===== config.mk =====
export PLATFORM = sky130hd
export DESIGN_NAME = cpu8_register_alu_execute_top
export DESIGN_NICKNAME = d
export VERILOG_FILES = /design/src/sv/cpu8_pkg.sv /design/src/sv/cpu8_register_alu_execute_top.sv /design/src/sv/cpu8_exec.sv
export SDC_FILE = /design/constraint.sdc
export NUM_CORES = 1
export LEC_CHECK = 0
export ABC_AREA = 1
export ABC_CLOCK_PERIOD_IN_PS = 3420
export BUFFER_PORTS_ARGS = -buffer_cell sky130_fd_sc_hd__clkbuf_2
export CAP_MARGIN = 10
export CORE_ASPECT_RATIO = 0.6
export CORE_MARGIN = 1
export CORE_UTILIZATION = 43
export CTS_CLUSTER_SIZE = 40
export DETAILED_ROUTE_END_ITERATION = 8
export MAX_ROUTING_LAYER = met4
export PLACE_DENSITY = 0.62
export SLEW_MARGIN = 20
export SYNTH_ARGS = -nofsm -noshare
export SYNTH_HDL_FRONTEND = slang
export SYNTH_SLANG_ARGS = --single-unit

===== constraint.sdc =====
create_clock -name i_clk -period 3.42 [get_ports i_clk]
set_clock_uncertainty 0.2 [all_clocks]
set_input_delay 0.684 -clock i_clk [delete_from_list [all_inputs] [get_ports i_clk]]
set_output_delay 0.684 -clock i_clk [all_outputs]
set_load 0.03 [all_outputs]

===== src/sv/cpu8_pkg.sv =====
// Shared types, flag positions and decode tables for the cpu8 execute block.
// No dependencies; imported by cpu8_register_alu_execute_top and cpu8_exec.
package cpu8_pkg;

    localparam int DATA_W   = 8;
    localparam int FLAG_W   = 6;
    localparam int IN_TDATA_W  = 16;
    localparam int OUT_TDATA_W = 56;

    // internal flag vector: N V D I Z C, bit 5 down to bit 0
    localparam int FLAG_N = 5;
    localparam int FLAG_V = 4;
    localparam int FLAG_D = 3;
    localparam int FLAG_I = 2;
    localparam int FLAG_Z = 1;
    localparam int FLAG_C = 0;

    localparam logic [DATA_W-1:0] SP_RESET   = 8'hFD;
    localparam logic [FLAG_W-1:0] FLAG_RESET = 6'b000100;

    // legal addressing-mode bits per operation row
    localparam logic [7:0] GRP2_MODES [8] = '{8'hAE, 8'hAE, 8'hAE, 8'hAE,
                                              8'h2A, 8'hAB, 8'hAA, 8'hAA};
    localparam logic [7:0] GRP0_MODES [8] = '{8'h00, 8'h0A, 8'h00, 8'h00,
                                              8'h2A, 8'hAB, 8'h0B, 8'h0B};

    typedef struct packed {
        logic [DATA_W-1:0] a;
        logic [DATA_W-1:0] x;
        logic [DATA_W-1:0] y;
        logic [DATA_W-1:0] sp;
        logic [FLAG_W-1:0] f;
    } t_regs;

    typedef struct packed {
        logic              store_en;
        logic [DATA_W-1:0] store_data;
        logic              branch;
        logic              unknown;
    } t_exec_out;

    function automatic logic [DATA_W-1:0] pack_status(input logic [FLAG_W-1:0] fl);
        return {fl[FLAG_N], fl[FLAG_V], 1'b1, 1'b0,
                fl[FLAG_D], fl[FLAG_I], fl[FLAG_Z], fl[FLAG_C]};
    endfunction

endpackage


===== src/sv/cpu8_register_alu_execute_top.sv =====
// Top level of the cpu8 execute stage: input register, register file, result register.
// Depends on cpu8_pkg and cpu8_exec.
//
// Usage:
//   Slave stream carries one instruction word per handshake; master stream
//   returns one result word per instruction, in order.
//   A word is accepted on a rising edge with tvalid and tready both high.
//   An accepted word is held in the input register, then passes the ALU into
//   the result register, which drives the master side.
//   Throughput: one instruction per cycle while results are taken; the
//   register file update and the ALU sit in one combinational pass between
//   the input and result registers, so a word can follow in every cycle.
//   Stall: while the result waits on i_m_axis_tready the input register
//   holds one more word; tready on the slave side drops only when both are
//   full and the result is not taken.
//   Reset (i_rst_n low, synchronous): both stages empty, A = X = Y = 0,
//   SP = 0xFD, I set and all other flags clear.
//   Results report A, X, Y, SP and status after each instruction, plus any
//   memory write, the branch decision and an unknown-opcode flag.
module cpu8_register_alu_execute_top (
    input  logic        i_clk,
    input  logic        i_rst_n,
    input  logic        i_s_axis_tvalid,
    output logic        o_s_axis_tready,
    // [7:0] func, [15:8] operand
    input  logic [15:0] i_s_axis_tdata,
    output logic        o_m_axis_tvalid,
    input  logic        i_m_axis_tready,
    // [7:0] acc_out, [15:8] x_out, [23:16] y_out, [31:24] status_out,
    // [39:32] sp_out, [40] store_enable, [48:41] store_data,
    // [49] branch_taken, [50] unknown_opcode, [55:51] zero
    output logic [55:0] o_m_axis_tdata
);
    import cpu8_pkg::*;

    logic                  r_in_valid;
    logic [IN_TDATA_W-1:0] r_in_data;
    logic                  r_out_valid;
    t_regs                 r_regs;
    t_regs                 n_regs;
    t_exec_out             r_res;
    t_exec_out             n_res;
    logic                  in_fire;
    logic                  exec_fire;

    assign exec_fire       = r_in_valid & (~r_out_valid | i_m_axis_tready);
    assign o_s_axis_tready = ~r_in_valid | exec_fire;
    assign in_fire         = i_s_axis_tvalid & o_s_axis_tready;

    cpu8_exec u_exec (
        .i_func    (r_in_data[7:0]),
        .i_operand (r_in_data[15:8]),
        .i_regs    (r_regs),
        .o_regs    (n_regs),
        .o_res     (n_res)
    );

    always_ff @(posedge i_clk) begin
        if (!i_rst_n) begin
            r_in_valid  <= 1'b0;
            r_out_valid <= 1'b0;
            r_regs.a    <= '0;
            r_regs.x    <= '0;
            r_regs.y    <= '0;
            r_regs.sp   <= SP_RESET;
            r_regs.f    <= FLAG_RESET;
        end else begin
            if (in_fire) begin
                r_in_valid <= 1'b1;
            end else if (exec_fire) begin
                r_in_valid <= 1'b0;
            end
            if (exec_fire) begin
                r_out_valid <= 1'b1;
                r_regs      <= n_regs;
            end else if (i_m_axis_tready) begin
                r_out_valid <= 1'b0;
            end
        end
    end

    always_ff @(posedge i_clk) begin
        if (in_fire) begin
            r_in_data <= i_s_axis_tdata;
        end
        if (exec_fire) begin
            r_res <= n_res;
        end
    end

    assign o_m_axis_tvalid = r_out_valid;
    assign o_m_axis_tdata  = {5'b0, r_res.unknown, r_res.branch, r_res.store_data,
                              r_res.store_en, r_regs.sp, pack_status(r_regs.f),
                              r_regs.y, r_regs.x, r_regs.a};

endmodule


===== src/sv/cpu8_exec.sv =====
// Combinational decode and execute of one opcode against the register file.
// Depends on cpu8_pkg (register and result structs, mode tables).
module cpu8_exec (
    input  logic [7:0]           i_func,
    input  logic [7:0]           i_operand,
    input  cpu8_pkg::t_regs      i_regs,
    output cpu8_pkg::t_regs      o_regs,
    output cpu8_pkg::t_exec_out  o_res
);
    import cpu8_pkg::*;

    localparam logic [7:0] OP_NOP = 8'hEA;
    localparam logic [7:0] OP_DEY = 8'h88;
    localparam logic [7:0] OP_DEX = 8'hCA;
    localparam logic [7:0] OP_INY = 8'hC8;
    localparam logic [7:0] OP_INX = 8'hE8;
    localparam logic [7:0] OP_TAY = 8'hA8;
    localparam logic [7:0] OP_TYA = 8'h98;
    localparam logic [7:0] OP_TXA = 8'h8A;
    localparam logic [7:0] OP_TAX = 8'hAA;
    localparam logic [7:0] OP_TXS = 8'h9A;
    localparam logic [7:0] OP_TSX = 8'hBA;
    localparam logic [7:0] OP_CLC = 8'h18;
    localparam logic [7:0] OP_SEC = 8'h38;
    localparam logic [7:0] OP_CLI = 8'h58;
    localparam logic [7:0] OP_SEI = 8'h78;
    localparam logic [7:0] OP_CLD = 8'hD8;
    localparam logic [7:0] OP_SED = 8'hF8;
    localparam logic [7:0] OP_CLV = 8'hB8;
    localparam logic [7:0] OP_STA_IMM = 8'h89;

    localparam logic [4:0] BRANCH_PATTERN = 5'h10;

    localparam logic [1:0] GRP_CTL = 2'd0;
    localparam logic [1:0] GRP_ALU = 2'd1;
    localparam logic [1:0] GRP_RMW = 2'd2;

    localparam logic [2:0] MODE_ACC = 3'd2;

    localparam logic [1:0] BR_N = 2'd0;
    localparam logic [1:0] BR_V = 2'd1;
    localparam logic [1:0] BR_C = 2'd2;
    localparam logic [1:0] BR_Z = 2'd3;

    localparam logic [2:0] ROW_ORA = 3'd0;
    localparam logic [2:0] ROW_AND = 3'd1;
    localparam logic [2:0] ROW_EOR = 3'd2;
    localparam logic [2:0] ROW_ADC = 3'd3;
    localparam logic [2:0] ROW_STA = 3'd4;
    localparam logic [2:0] ROW_LDA = 3'd5;
    localparam logic [2:0] ROW_CMP = 3'd6;
    localparam logic [2:0] ROW_SBC = 3'd7;

    localparam logic [2:0] ROW_ASL = 3'd0;
    localparam logic [2:0] ROW_ROL = 3'd1;
    localparam logic [2:0] ROW_LSR = 3'd2;
    localparam logic [2:0] ROW_ROR = 3'd3;
    localparam logic [2:0] ROW_STX = 3'd4;
    localparam logic [2:0] ROW_LDX = 3'd5;
    localparam logic [2:0] ROW_DEC = 3'd6;
    localparam logic [2:0] ROW_INC = 3'd7;

    localparam logic [2:0] ROW_BIT = 3'd1;
    localparam logic [2:0] ROW_STY = 3'd4;
    localparam logic [2:0] ROW_LDY = 3'd5;
    localparam logic [2:0] ROW_CPY = 3'd6;

    function automatic logic [FLAG_W-1:0] set_zn(input logic [FLAG_W-1:0] fl,
                                                 input logic [DATA_W-1:0] v);
        logic [FLAG_W-1:0] r;
        r = fl;
        r[FLAG_Z] = (v == '0);
        r[FLAG_N] = v[DATA_W-1];
        return r;
    endfunction

    function automatic logic [FLAG_W-1:0] compare(input logic [FLAG_W-1:0] fl,
                                                  input logic [DATA_W-1:0] rg,
                                                  input logic [DATA_W-1:0] m);
        logic [DATA_W:0]   diff;
        logic [FLAG_W-1:0] r;
        diff = {1'b0, rg} - {1'b0, m};
        r = fl;
        r[FLAG_C] = ~diff[DATA_W];
        return set_zn(r, diff[DATA_W-1:0]);
    endfunction

    logic [1:0]        grp;
    logic [2:0]        row;
    logic [2:0]        mode;
    logic [DATA_W-1:0] m;
    logic [DATA_W-1:0] a;
    logic [DATA_W-1:0] x;
    logic [DATA_W-1:0] y;
    logic [DATA_W-1:0] sp;
    logic [FLAG_W-1:0] f;
    logic [DATA_W:0]   t;
    logic [DATA_W-1:0] src;
    logic [DATA_W-1:0] res;
    logic              cin;
    logic              on_acc;
    logic              sel_flag;
    logic              known;
    logic              st_en;
    logic [DATA_W-1:0] st_d;
    logic              br;

    assign grp  = i_func[1:0];
    assign row  = i_func[7:5];
    assign mode = i_func[4:2];
    assign m    = i_operand;

    always_comb begin
        a        = i_regs.a;
        x        = i_regs.x;
        y        = i_regs.y;
        sp       = i_regs.sp;
        f        = i_regs.f;
        t        = '0;
        src      = '0;
        res      = '0;
        cin      = i_regs.f[FLAG_C];
        on_acc   = (mode == MODE_ACC);
        sel_flag = 1'b0;
        known    = 1'b1;
        st_en    = 1'b0;
        st_d     = '0;
        br       = 1'b0;

        case (i_func)
            OP_NOP: begin
            end
            OP_DEY: begin y = y - 8'd1; f = set_zn(f, y); end
            OP_DEX: begin x = x - 8'd1; f = set_zn(f, x); end
            OP_INY: begin y = y + 8'd1; f = set_zn(f, y); end
            OP_INX: begin x = x + 8'd1; f = set_zn(f, x); end
            OP_TAY: begin y = a; f = set_zn(f, y); end
            OP_TYA: begin a = y; f = set_zn(f, a); end
            OP_TXA: begin a = x; f = set_zn(f, a); end
            OP_TAX: begin x = a; f = set_zn(f, x); end
            OP_TXS: begin sp = x; end
            OP_TSX: begin x = sp; f = set_zn(f, x); end
            OP_CLC: f[FLAG_C] = 1'b0;
            OP_SEC: f[FLAG_C] = 1'b1;
            OP_CLI: f[FLAG_I] = 1'b0;
            OP_SEI: f[FLAG_I] = 1'b1;
            OP_CLD: f[FLAG_D] = 1'b0;
            OP_SED: f[FLAG_D] = 1'b1;
            OP_CLV: f[FLAG_V] = 1'b0;
            default: begin
                if (i_func[4:0] == BRANCH_PATTERN) begin
                    case (i_func[7:6])
                        BR_N:    sel_flag = f[FLAG_N];
                        BR_V:    sel_flag = f[FLAG_V];
                        BR_C:    sel_flag = f[FLAG_C];
                        BR_Z:    sel_flag = f[FLAG_Z];
                        default: sel_flag = 1'b0;
                    endcase
                    br = (sel_flag == i_func[5]);
                end else if (grp == GRP_ALU && i_func != OP_STA_IMM) begin
                    case (row)
                        ROW_ORA: begin a = a | m; f = set_zn(f, a); end
                        ROW_AND: begin a = a & m; f = set_zn(f, a); end
                        ROW_EOR: begin a = a ^ m; f = set_zn(f, a); end
                        ROW_ADC: begin
                            t = {1'b0, a} + {1'b0, m} + {{DATA_W{1'b0}}, cin};
                            f[FLAG_C] = t[DATA_W];
                            f[FLAG_V] = (a[7] ^ t[7]) & (m[7] ^ t[7]);
                            a = t[DATA_W-1:0];
                            f = set_zn(f, a);
                        end
                        ROW_STA: begin st_en = 1'b1; st_d = a; end
                        ROW_LDA: begin a = m; f = set_zn(f, a); end
                        ROW_CMP: f = compare(f, a, m);
                        ROW_SBC: begin
                            t = {1'b0, a} - {1'b0, m} - {{DATA_W{1'b0}}, ~cin};
                            f[FLAG_C] = ~t[DATA_W];
                            f[FLAG_V] = (a[7] ^ t[7]) & (~m[7] ^ t[7]);
                            a = t[DATA_W-1:0];
                            f = set_zn(f, a);
                        end
                        default: begin
                        end
                    endcase
                end else if (grp == GRP_RMW && GRP2_MODES[row][mode]) begin
                    src = on_acc ? a : m;
                    case (row)
                        ROW_ASL, ROW_ROL: begin
                            f[FLAG_C] = src[7];
                            res = {src[6:0], (row == ROW_ROL) & cin};
                        end
                        ROW_LSR, ROW_ROR: begin
                            f[FLAG_C] = src[0];
                            res = {(row == ROW_ROR) & cin, src[7:1]};
                        end
                        ROW_STX: begin st_en = 1'b1; st_d = x; end
                        ROW_LDX: begin x = m; f = set_zn(f, x); end
                        ROW_DEC: res = m - 8'd1;
                        ROW_INC: res = m + 8'd1;
                        default: res = '0;
                    endcase
                    if (row != ROW_STX && row != ROW_LDX) begin
                        f = set_zn(f, res);
                        if (on_acc) begin
                            a = res;
                        end else begin
                            st_en = 1'b1;
                            st_d  = res;
                        end
                    end
                end else if (grp == GRP_CTL && GRP0_MODES[row][mode]) begin
                    case (row)
                        ROW_BIT: begin
                            f[FLAG_Z] = ((a & m) == '0);
                            f[FLAG_V] = m[6];
                            f[FLAG_N] = m[7];
                        end
                        ROW_STY: begin st_en = 1'b1; st_d = y; end
                        ROW_LDY: begin y = m; f = set_zn(f, y); end
                        ROW_CPY: f = compare(f, y, m);
                        default: f = compare(f, x, m);
                    endcase
                end else begin
                    known = 1'b0;
                end
            end
        endcase
    end

    assign o_regs.a  = a;
    assign o_regs.x  = x;
    assign o_regs.y  = y;
    assign o_regs.sp = sp;
    assign o_regs.f  = f;

    assign o_res.store_en   = st_en;
    assign o_res.store_data = st_d;
    assign o_res.branch     = br;
    assign o_res.unknown    = ~known;

endmodule


# Word level (Yosys, flattened, before mapping)
# Memory sizes are Yosys's and may differ from the RTL's.
# Cells that the tools add are included.
# W data, S select, Z words.
[totals]
n_memories = 2
output_inout_bits = 58
latch_bits = 0
input_bits = 20
word_cells = 272
reg_bits = 67
rom_bits = 128
ram_bits = 0
[mem_list]
columns = ["memory", "depth", "word_bits", "rd", "rd_ports_with_merged_regs", "write_ports", "line", "text"]
rows = [
  ["(no name shown)", 8, 8, 1, 0, 0, "cpu8_exec.sv:211", "end else if (grp == GRP_CTL && GRP0_MODES[row][mode]) begin"],
  ["(no name shown)", 8, 8, 1, 0, 0, "cpu8_exec.sv:185", "end else if (grp == GRP_RMW && GRP2_MODES[row][mode]) begin"],
]
[classes]
bitwise_logic = 34
n_shift = 0
eq_ne = 68
mul = 0
addsub = 12
div = 0
magnitude_cmp = 2
n_mux = 74
n_reduce_logical = 64
[ops]
columns = ["cell", "count"]
rows = [
  ["$mux W8", 30],
  ["$logic_not A8 Y1", 18],
  ["$eq A8 B8 Y1 const B", 14],
  ["$pmux W8 S4", 2],
  ["$reduce_or A16 Y1", 4],
  ["$pmux W8 S6", 1],
  ["$pmux W6 S7", 1],
  ["$pmux W8 S5", 1],
  ["$ne A3 B3 Y1 const B", 13],
  ["$reduce_or A19 Y1", 2],
  ["$ne A4 B4 Y1 const B", 8],
  ["$mux W6", 5],
  ["$reduce_bool A4 Y1", 7],
  ["$sub A8 B8 Y9", 3],
  ["$add A8 B1 Y8 const B", 3],
  ["$pmux W8 S3", 1],
  ["$sub A8 B1 Y8 const B", 3],
  ["$reduce_and A7 Y1", 3],
  ["$mux W1", 19],
  ["$ne A9 B9 Y1 const B", 2],
  ["$not A1 Y1", 18],
  ["$pmux W1 S9", 2],
  ["$reduce_or A18 Y1", 1],
  ["$reduce_or A17 Y1", 1],
  ["55 further kinds", 92],
]

# Longest topological paths before layout
[logic_depth]
word_depth = 17
ltp_mapped = 20

# Cells and area by module
# Synthesis repeated with hierarchy kept, for this count alone.
[unflattened]
cells_unflattened = 1460
hier_area_um2 = 8844.7
[by_module_without_submodules]
columns = ["module", "area_each_um2", "instances", "cells_each"]
rows = [
  ["cpu8_exec", 6233.5, 1, 1180],
  ["cpu8_register_alu_execute_top", 2611.3, 1, 280],
]

# Worst setup path before layout
# No wires, ideal clock.
[synth_timing]
path_kind = "flip-flop to flip-flop"
startpoint = "register r_regs (netlist bit o_m_axis_tdata[0])"
endpoint = "register r_regs (netlist bit o_m_axis_tdata[25])"
required_time_ns = 3.083
path_stages_with_launch = 17
slack_ns = 0.474
setup_ns = 0.137
synth_period_minus_slack_ns = 2.946
arrival_time_ns = 2.609
path_cell_list = "dfxtp_1 > inv_1 > ha_1 > fa_1 > nand2_1 > nor2_1 > nand3_1 > nor2_1 > nand4_1 > nand2_1 > inv_1 > nand2_1 > nand2_1 > nand2_1 > nand2_1 > o21bai_1 > a21oi_1"
[synth_between]
elab_chain_cells = 12
[synth_rtl]
columns = ["element", "line", "text"]
rows = [
  ["start: declaration", "cpu8_register_alu_execute_top.sv:39", "t_regs r_regs;"],
  ["start signal: assignment", "cpu8_register_alu_execute_top.sv:75", "r_regs <= n_regs;"],
  ["parallel branches: the longest is 11 deep, another holds $sub A8 B8 Y9", "-", ""],
  ["$pmux W1 S9 (*)", "cpu8_exec.sv:130", "case (i_func)"],
]
# Every way passes the cells marked *. The select of a mux whose other input is x is not followed.
# A chain may end at the register's enable or synchronous reset.

# Worst setup path in the final report
[layout_timing]
startpoint = "register r_in_data[8]"
endpoint = "register r_regs (netlist bit o_m_axis_tdata[25])"
[layout_between]
elab_chain_cells = 12
[layout_rtl]
columns = ["element", "line", "text"]
rows = [
  ["start: declaration", "cpu8_register_alu_execute_top.sv:37", "logic [IN_TDATA_W-1:0] r_in_data;"],
  ["start signal: assignment", "cpu8_register_alu_execute_top.sv:84", "r_in_data <= i_s_axis_tdata;"],
  ["parallel branches: the longest is 9 deep, another holds $sub A8 B8 Y9", "-", ""],
  ["$mux W6 (*)", "cpu8_exec.sv:160", "end else if (grp == GRP_ALU && i_func != OP_STA_IMM) begin"],
  ["$mux W6 (*)", "cpu8_exec.sv:151", "if (i_func[4:0] == BRANCH_PATTERN) begin"],
  ["$pmux W1 S9 (*)", "cpu8_exec.sv:130", ""],
]
# Marks and branches as above.

==> qor.yml <==
status: "completed"
tritoncts: "done"
start_kind: "flip-flop"
synth_cells: 1183
min_period_ns: 3.35
fp.dieW_um: 175
worstPathArrival_ns: 3.41
num_io_pins: 78
leakage_nw: 4.34
grt_overflow: 0
maxSlewHeadroom_pct: 32.0
syn-cell-area_um2: 7760
ys_seq_area_share_pct: 20.8
grt_pass1_wl_um: 53600
drc_errors: 0
synth_edf_count: 27
tns_ns: 0
antenna_found_initial: 0
first_pass_iters: 6
ant_nets: 0
synthFlopType: "dfxtp_1"
clkTransAtPathRegs_ns: 0.07
maxCapViolations: 0
synthArstFlopShare_pct: 0
peakVddDrop_v: 0.000198
rsz0062_at_grt: "no"
max_freq_mhz: 299
areaGrowthSynthToFinish_pct: 15.5
fp-row-count: 37
tightestPinTransition_ns: 1.02
core_um2: 17400
nets: 1379
finalHoldViolations: 0
drt_first_iter_violations: 1469
dp_hpwl_um: 28900
grt_pass1_vias: 8299
setup_viol: 0
post_cts_buffers: 0
htree_levels: 3
wirelength_um: 36200
final_cell_mix: "240 x nand2_1, 137 x inv_1, 118 x nand3_1, 109 x nor2_1, 73 x a21oi_1"
chipHeight_um: 106
dpl_worst_slack_ns: 0.304
vias_per_cell: 6.15
crit_type: "flip-flop to flip-flop"
finalWorstSetupSlack_ns: 0.0709
initial_core_util_pct: 44.6
cts_resized: 0
grt_util_all_layers_pct: 40.4
crit_path_end_kind: "flip-flop"
design_area_um2: 8960
ys_ff_latch: 67
power.total_w: 0.00257
postCtsHoldBufs: 0
clockBufferDepth: 2
synth.distinct_cells: 53
die_area_um2: 18600
grt_start_max_net_pins: 22
portBuffers: 70
routabilityCongestion: 1.12
cts_root_buffer: "clkbuf_16"
clkSinkCount: 67
avgSynthCellArea_um2: 6.56
final_common_cell: "nand2_1"
min_path_type: "flip-flop to flip-flop"
worstSkewPairLatency_ns: 0.35
wire_per_inst_um: 23.6
power_density_nw_per_um2: 287
cp_max_fo: 7
drive_gt1_share_pct: 16.8
placed_area_um2: 8690
synth_warnings: 0
critPathRequiredTime_ns: 3.48
drv_slew: 0
cts_inserted_buffers: 9
vias: 9452
fin_crit_sh_pct: 97.9
==> final timing paths <==
kind,from,end,slack [ns],cells after the start
setup / recovery,r_in_data[8]$_DFFE_PP_,o_m_axis_tdata[25]$_SDFFE_PN0P_,0.07,18
hold / removal,o_m_axis_tdata[27]$_SDFFE_PN0P_,o_m_axis_tdata[27]$_SDFFE_PN0P_,0.28,2
setup reg to reg,r_in_data[8]$_DFFE_PP_,o_m_axis_tdata[25]$_SDFFE_PN0P_,0.07,18
hold reg to reg,o_m_axis_tdata[27]$_SDFFE_PN0P_,o_m_axis_tdata[27]$_SDFFE_PN0P_,0.28,2
==> where the power goes <==
group | total, W | switching [W] | internal (W)
clock | 0.000915 | 0.000421 | 0.000494
sequential | 0.000884 | 0.0000261 | 0.000858
combinational | 0.000769 | 0.000548 | 0.000221
total | 0.00257 | 0.000995 | 0.00157
==> worst max-delay path, cell delays in order (launching register included) <==
cell and delay [ns]:
edfxtp_1 0.53, buf_4 0.22, fa_1 0.29, inv_1 0.08
fa_1 0.42, inv_1 0.10, nand3_1 0.06, nand2_1 0.11
xor2_1 0.38, nand2_1 0.09, nor2_1 0.10, nand3_1 0.12
nor2_1 0.12, nor2_1 0.05, nand2_1 0.07, nand2_1 0.07
nand2_1 0.06, o21bai_1 0.06, a21oi_1 0.14
==> logic make-up after synthesis <==
kind of cell             share of synthesized area [%]
flip-flops                                        20.8
other                                           0.0968
AO/OA/AOI/OAI                                     19.2
buffers and inverters                             10.4
AND/OR/NAND/NOR                                   35.0
XOR/XNOR                                          3.84
adder cells (fa/ha/maj)                           10.7
==> cell type report <==
cell class	count	area [um2]
timing repair buffer	131	808
fill	1831	8450
clock buffer	10	229
inverter	161	612
tap	234	293
sequential	67	1610
antenna	1	2.50
clock inverter	6	41.3
multi-input combinational	926	5360
==> metrics by stage <==
stage	utilization [%]	instances	hold WS, ns
finish	51.5	1536	0.279
global route	51.5	1535	0.299
CTS	51.5	1535	0.281
detailed placement	49.9	1519	0.261
global placement	49.9	1519	0.257
floorplan	-	1188	0.326
==> synth_stat cells (all sizes together) (5+ instances only) <==
library cell    n  share of area (%)
nand2         256                 13
inv           157                7.7
nor2          122                7.0
nand3         121                8.1
a21oi          73                4.7
o21ai          66                4.3
ha             57                9.2
dfxtp          40                 10
o22ai          39                3.1
nand4          37                3.0
edfxtp         27                 10
nor3           27                2.1
xor2           27                3.0
buf            19                1.8
a211oi         16                1.9
o221ai         16                1.8
clkbuf         15               0.73
nor4            7               0.73
o211ai          7               0.68
o31ai           7               0.74
xnor2           7               0.79
fa              6                1.5
o21bai          5               0.48
or2             5               0.40
==> state kept, by name, indices dropped and copies added (netlist names) <==
| signal | flops |
|---|---|
| o_m_axis_tdata | 49 |
| r_in_data | 16 |
| o_m_axis_tvalid | 1 |
| r_in_valid | 1 |
==> routing by layer <==
layer  vias to the layer above  global-route usage [%]  wire, um
met5                         -                       -         0
met1                      4352                    61.1     16500
met3                        87                    16.8      6460
met2                       727                    47.2     12200
li1                       4286                       -         -
met4                         0                    8.20      1030
No activity file was read; power rests on OpenSTA's default activity.
